File: config.mk
export PLATFORM = sky130hd
export DESIGN_NAME = pdss_ctrl
export DESIGN_NICKNAME = d
export VERILOG_FILES = /design/src/rtl/core/pdss_pkg.sv /design/src/rtl/core/pdss_ctrl.sv
export SDC_FILE = /design/constraint.sdc
export NUM_CORES = 1
export LEC_CHECK = 0
export BUFFER_PORTS_ARGS = -buffer_cell sky130_fd_sc_hd__buf_2
export CAP_MARGIN = 20
export CORE_AREA = 2 2 39 41
export CTS_CLUSTER_SIZE = 12
export DETAILED_ROUTE_END_ITERATION = 8
export DIE_AREA = 0 0 41 43
export PLACE_DENSITY = 0.56
export REMOVE_ABC_BUFFERS = 1
export SLEW_MARGIN = 20
export SYNTH_ARGS = -nofsm -noshare
export SYNTH_HDL_FRONTEND = slang
export SYNTH_SLANG_ARGS = --single-unit
File: constraint.sdc
create_clock -name aclk -period 2.56 [get_ports aclk]
set_clock_uncertainty 0.2 [all_clocks]
set_input_delay 0.128 -clock aclk [delete_from_list [all_inputs] [get_ports aclk]]
set_output_delay 0.128 -clock aclk [all_outputs]
set_load 0.01 [all_outputs]
File: src/rtl/core/pdss_pkg.sv
// ============================================================================
// pdss_pkg
// Shared types and constants of the packed DNA seed scanner.
// ============================================================================
package pdss_pkg;

    // Overflow chain store and chain limits.
    localparam int OVERFLOW_DEPTH = 32768;
    localparam int OVF_AW         = $clog2(OVERFLOW_DEPTH);
    localparam int MAX_CHAIN      = 32;
    localparam int CNT_W          = $clog2(MAX_CHAIN + 1);
    // Chain pointers reach OVERFLOW_DEPTH plus a chain length, so one bit above 16.
    localparam int SRC_W          = 17;

    // Word and table geometry.
    localparam int WORD_BASES = 8;
    localparam int BB_AW      = 2 * WORD_BASES;
    localparam int ENTRY_W    = 16;

    // Field widths.
    localparam int OFF_W  = 31;
    localparam int QOFF_W = 15;
    localparam int LC_W   = 6;
    localparam int CNT32  = 32;
    // Word counter width below the point where the offset always passes scan_end.
    localparam int K_W    = 29;

    // Channel widths.
    localparam int S_TDATA_W = 40;
    localparam int S_TUSER_W = 2;
    localparam int M_TDATA_W = 48;
    localparam int M_TUSER_W = 2;
    localparam int CFG_AW    = 2;

    localparam logic [OFF_W-1:0] HIT_LIMIT_RESET = OFF_W'(1024);

    typedef enum logic [1:0] {
        CMD_LOAD_BB  = 2'd0,
        CMD_LOAD_OVF = 2'd1,
        CMD_START    = 2'd2,
        CMD_BYTE     = 2'd3
    } cmd_t;

    typedef enum logic [1:0] {
        KIND_HIT  = 2'd0,
        KIND_STOP = 2'd1,
        KIND_CUT  = 2'd2
    } kind_t;

    typedef enum logic [CFG_AW-1:0] {
        CFG_SCAN_START   = 2'd0,
        CFG_SCAN_END     = 2'd1,
        CFG_HIT_LIMIT    = 2'd2,
        CFG_CHAIN_MARGIN = 2'd3
    } cfg_idx_t;

    typedef enum logic [1:0] {
        QSEL_BB   = 2'd0,
        QSEL_PEND = 2'd1,
        QSEL_ZERO = 2'd2
    } qsel_t;

    typedef enum logic [3:0] {
        ST_IDLE,
        ST_LOOKUP,
        ST_EMIT_HIT,
        ST_EMIT_STOP,
        ST_CH_READ0,
        ST_CH_FIRST,
        ST_CH_READ,
        ST_CH_DATA,
        ST_CH_CUT
    } state_t;

    // Commands from the controller to the datapath.
    typedef struct packed {
        logic  accept;
        logic  load_src;
        logic  rd_ovf;
        logic  cap_pend;
        logic  emit;
        kind_t emit_kind;
        qsel_t q_sel;
        logic  emit_last;
    } ctrl_t;

    // Status from the datapath to the controller.
    typedef struct packed {
        logic lookup_go;
        logic bb_miss;
        logic bb_neg;
        logic over_budget;
        logic v_neg;
        logic n_at_max;
        logic out_free;
    } status_t;

endpackage

File: src/rtl/core/pdss_ctrl.sv
// ============================================================================
// pdss_ctrl
// Sequencer for table lookups, chain walks and result emission.
// ============================================================================
module pdss_ctrl (
    input  logic              aclk,
    input  logic              aresetn,
    input  logic              s_tvalid,
    input  pdss_pkg::status_t st,
    output pdss_pkg::ctrl_t   ctrl,
    output logic              s_tready
);
    import pdss_pkg::*;

    state_t state_reg;
    state_t state_next;

    always_ff @(posedge aclk) begin
        if (!aresetn) begin
            state_reg <= ST_IDLE;
        end else begin
            state_reg <= state_next;
        end
    end

    always_comb begin
        state_next = state_reg;
        case (state_reg)
            ST_IDLE: begin
                if (s_tvalid && st.lookup_go) begin
                    state_next = ST_LOOKUP;
                end
            end
            ST_LOOKUP: begin
                if (st.bb_miss) begin
                    state_next = ST_IDLE;
                end else if (st.over_budget) begin
                    state_next = ST_EMIT_STOP;
                end else if (!st.bb_neg) begin
                    state_next = ST_EMIT_HIT;
                end else begin
                    state_next = ST_CH_READ0;
                end
            end
            ST_EMIT_HIT, ST_EMIT_STOP, ST_CH_CUT: begin
                if (st.out_free) begin
                    state_next = ST_IDLE;
                end
            end
            ST_CH_READ0: state_next = ST_CH_FIRST;
            ST_CH_FIRST: state_next = ST_CH_READ;
            ST_CH_READ:  state_next = ST_CH_DATA;
            ST_CH_DATA: begin
                // The held entry goes out once the following entry tells whether it is last.
                if (st.out_free) begin
                    if (st.v_neg) begin
                        state_next = ST_IDLE;
                    end else if (st.n_at_max) begin
                        state_next = ST_CH_CUT;
                    end else begin
                        state_next = ST_CH_READ;
                    end
                end
            end
            default: state_next = ST_IDLE;
        endcase
    end

    always_comb begin
        ctrl           = '0;
        ctrl.emit_kind = KIND_HIT;
        ctrl.q_sel     = QSEL_ZERO;
        s_tready       = 1'b0;
        case (state_reg)
            ST_IDLE: begin
                s_tready    = 1'b1;
                ctrl.accept = s_tvalid;
            end
            ST_LOOKUP: begin
                ctrl.load_src = 1'b1;
            end
            ST_EMIT_HIT: begin
                ctrl.emit      = st.out_free;
                ctrl.emit_kind = KIND_HIT;
                ctrl.q_sel     = QSEL_BB;
                ctrl.emit_last = 1'b1;
            end
            ST_EMIT_STOP: begin
                ctrl.emit      = st.out_free;
                ctrl.emit_kind = KIND_STOP;
                ctrl.emit_last = 1'b1;
            end
            ST_CH_READ0, ST_CH_READ: begin
                ctrl.rd_ovf = 1'b1;
            end
            ST_CH_FIRST: begin
                ctrl.cap_pend = 1'b1;
            end
            ST_CH_DATA: begin
                ctrl.emit      = st.out_free;
                ctrl.cap_pend  = st.out_free;
                ctrl.emit_kind = KIND_HIT;
                ctrl.q_sel     = QSEL_PEND;
                ctrl.emit_last = st.v_neg;
            end
            ST_CH_CUT: begin
                ctrl.emit      = st.out_free;
                ctrl.emit_kind = KIND_CUT;
                ctrl.emit_last = 1'b1;
            end
            default: begin
                ctrl = '0;
            end
        endcase
    end

endmodule

# Word level (Yosys, flattened, before mapping)
# Cells that the tools add are included.
[op_classes]
add_sub_neg = 0
n_mul = 0
div = 0
order_cmp = 0
eq_ne = 11
shifts = 0
n_mux = 17
bitwise = 0
n_reduce_logical = 7
[ops]
columns = ["op", "n"]
rows = [
  ["4-bit one-hot mux with 7 select lines", 1],
  ["4-bit two-way mux", 5],
  ["4-bit by 3-bit equality test with 1-bit output, second input constant", 4],
  ["3-bit two-way mux", 3],
  ["3-bit one-hot mux with 3 select lines", 1],
  ["4-bit by 2-bit equality test with 1-bit output, second input constant", 2],
  ["7-bit OR reduction", 1],
  ["4-bit by 1-bit equality test with 1-bit output, second input constant", 1],
  ["4-bit equality test, second input constant", 1],
  ["4-bit zero test", 1],
  ["1-bit two-way mux", 4],
  ["2-bit inequality test, second input constant", 2],
  ["1-bit one-hot mux with 2 select lines", 2],
  ["2-bit one-hot mux with 2 select lines", 1],
  ["2-bit OR reduction", 2],
  ["3-bit AND reduction", 1],
  ["3-bit OR reduction", 1],
  ["2-bit by 1-bit inequality test with 1-bit output, second input constant", 1],
  ["1-bit logical AND", 1],
]
[word_totals]
regBits = 4
latchBits = 0
mem_bits_rw = 0
mem_bits_ro = 0
input_bits = 10
out_inout_bits = 11
word_cells = 36
n_memories = 0

# Logic depth before layout (Yosys ltp)
[logic_depth]
word_depth = 4
mapped_depth = 5
depth_no_buf = 4

# Worst setup path after synthesis
# No wires, ideal clock.
[synth_timing]
path_type = "register to register"
start = "register state_reg[2]"
end = "register state_reg[0]"
setup_ns = 0.117
arrival_time_ns = 1.318
t_required_ns = 2.243
slack_ns = 0.925
stages_incl_launch_ff = 6
n_path_buf = 1
period_less_slack_ns = 1.635
cell_sequence = "dfxtp_1 > buf_6 > nor4b_4 > a31oi_2 > o211a_1 > a32o_1"
[synth_via]
elab_chain_cells = 4
[synth_lines]
columns = ["item", "line_no", "rtl"]
rows = [
  ["from (decl)", "pdss_ctrl.sv:15", "state_t state_reg;"],
  ["from (signal assigned)", "pdss_ctrl.sv:22", "state_reg <= state_next;"],
  ["4-bit equality test / 4-bit by 2-bit equality test with 1-bit output (equally long branches)", "pdss_ctrl.sv:28", "case (state_reg)"],
  ["3-bit OR reduction (no line)", "n/a", ""],
  ["2-bit by 1-bit inequality test with 1-bit output (no line)", "n/a", ""],
  ["3-bit AND reduction (no line)", "n/a", ""],
]
# Parallel ways exist; a longest one is shown, timed or not.
# A chain may end at the register's enable or synchronous reset.

==> flow_summary.toml <==
[outcome]
status = "finished clean"

[floorplanning]
row_count = 14
start_util_pct = 30.6
dieArea_um2 = 1760
die_w_um = 41
die_y_um = 43
coreArea_um2 = 1380
io_pins = 21

[final_layout]
area_growth_pct = 26.3
layout_commonest_cell = "buf_2"
largest_reg_flops = 4
fin_nets = 87
layout_common_cells = "buf_2 (20), nand2_1 (8), inv_1 (6)"
drive_above_1_share_pct = 38.7
antenna_cells = 0
fill_cells = 157

[min_path]
min_from = "st[2]"
holdCritPathClass = "in -> reg"

[timing]
worst_pin_slew_ns = 0.519
setup_tns_ns = 0
rsz0062_at_grt = "no"
hold_viol = 0
max-slew-margin-rel_pct = 65.4
fin_crit_sh_pct = 70.9
setup_viol = 0
fin_hold_ws_ns = 0.0381
fin_crit_ns = 1.82
fmax_ghz = 0.551
slew_violations = 0

[clock_tree]
cts.sinks = 4
clk_latency_ns = 0.24
numCtsBuffers = 3
clkTransAtPathRegs_ns = 0.04
cts-root-to-sink-buffers = 2
postCtsSetupBuffers = 0
cts_tree = "done"
h-tree-depth = 1
clockRootBuffer = "clkbuf_4"

[power_and_ir_drop]
p_leak_nw = 0.249
power.density_nw_per_um2 = 341
peakVddDrop_uv = 274

[logic_synthesis]
synth_area_leaders = "dfxtp_1 (19%), buf_6 (8.0%), a32o_1 (7.1%)"
ys_warn_count = 0
synth_top_area_cell = "dfxtp_1"
synth_area_um2 = 423
synthCells = 55
ys_ff_latch = 4
synth_top_area_share_pct = 18.9
syn_area_per_cell_um2 = 7.69
ys_seq_area_share_pct = 18.9
synth_cell_types = 27

[worst_setup_path]
arrival_ns = 1.49
reg2reg_from = "state_reg[1]"
crit_path_start = "state_reg[1]"
critPathLaunchType = "flop"
worst_ep_required_time_ns = 2.23
critPathCaptureType = "primary output"
path_max_fanout = 13
path_class = "reg -> out"

[global_route]
grt_antenna_before_repair = 0
grt_overflow = 0
grt_pass1_wl_mm = 1.48
grt_max_degree = 16
grt_pass1_vias = 396
grt_util_all_layers_pct = 12.4

[routing]
dr.pass1.iters = 4
routed_wl_um = 987
ant_nets = 0
route.detailed.drc = 0
first_iter_violations = 8
wl_per_cell_um = 10.8
vias = 459
viasPerCell = 5.04

[place]
gp_congestion = 0.672
port_buffers = 20
hpwl_um = 769

[flow_run]
max_cap_violations = 0
-- power by group --
| part | switching [mW] | internal, mW | leakage (nW) |
|---|---|---|---|
| combinational | 0.0162 | 0.0180 | 0.203 |
| clock | 0.0252 | 0.0524 | 0.0138 |
| sequential | 0.00598 | 0.0642 | 0.0324 |
-- stage by stage --
stage                     instance area (um2)  util (%)  power [mW]  setup WS, ns  instances
after detailed placement                  502      36.3       0.104         0.766         87
after global placement                    502      36.3       0.104         0.781         87
final                                     534      38.6       0.182         0.744         91
after CTS                                 534      38.6       0.185         0.735         91
after global routing                      534      38.6       0.198         0.652         91
after floorplan                           382         -      0.0882         0.853         51
-- final timing paths --
check	endpoint	slack [ns]	cells past startpoint
max reg2reg	state_reg[2]	0.76	4
min	state_reg[3]	0.04	4
max	ctrl[5]	0.74	4
min reg2reg	state_reg[3]	0.41	2
-- layout make-up --
cell class / instances / area, um2 / area share, %
inverter: 6 / 22.5 / 4.22
clock buffer: 3 / 22.5 / 4.22
multi-input combinational: 41 / 279 / 52.2
sequential: 4 / 80.1 / 15.0
timing repair buffer: 21 / 110 / 20.6
tap: 16 / 20.0 / 3.75
-- routing by layer --
layer / global-route usage [%] / share of wire, % / routed length [um] / vias to the layer above
li1: - / - / - / 238
met4: 6.00 / 0.81 / 8 / 0
met1: 15.4 / 48 / 469 / 200
met5: 0 / 0 / 0 / -
met3: 4.71 / 7.2 / 71 / 2
met2: 18.1 / 44 / 439 / 19
-- critical path, stage by stage, from the launching register on --
cell	delay, ns
dfxtp_1	0.46
nor4b_4	0.44
a31oi_2	0.10
nor2_1	0.12
buf_2	0.14
-- timing repair --
| item | CTS | global route |
|---|---|---|
| endpoints found under the hold margin | 4 | 0 |
| gates resized for setup | 0 | 0 |
| hold buffers | 1 | 0 |
-- cell families after synthesis --
| logic type | synth area share [%] |
|---|---|
| AOI/OAI and AO/OA | 26.9 |
| buffers and inverters | 15.1 |
| DFF | 18.9 |
| and+or+nand+nor | 39.1 |
-- synth_stat cells, drive strengths merged --
master,instances
a211oi,1
a21oi,2
a31o,1
a31oi,2
a32o,3
and2,1
and2b,2
and4,1
buf,4
dfxtp,4
inv,6
nand2,8
nand2b,2
nand3,1
nand4b,1
nor2,5
nor3,1
nor3b,1
nor4,1
nor4b,2
o211a,1
o211ai,1
o21ai,3
o22ai,1
No activity file was read; power rests on OpenSTA's default activity.
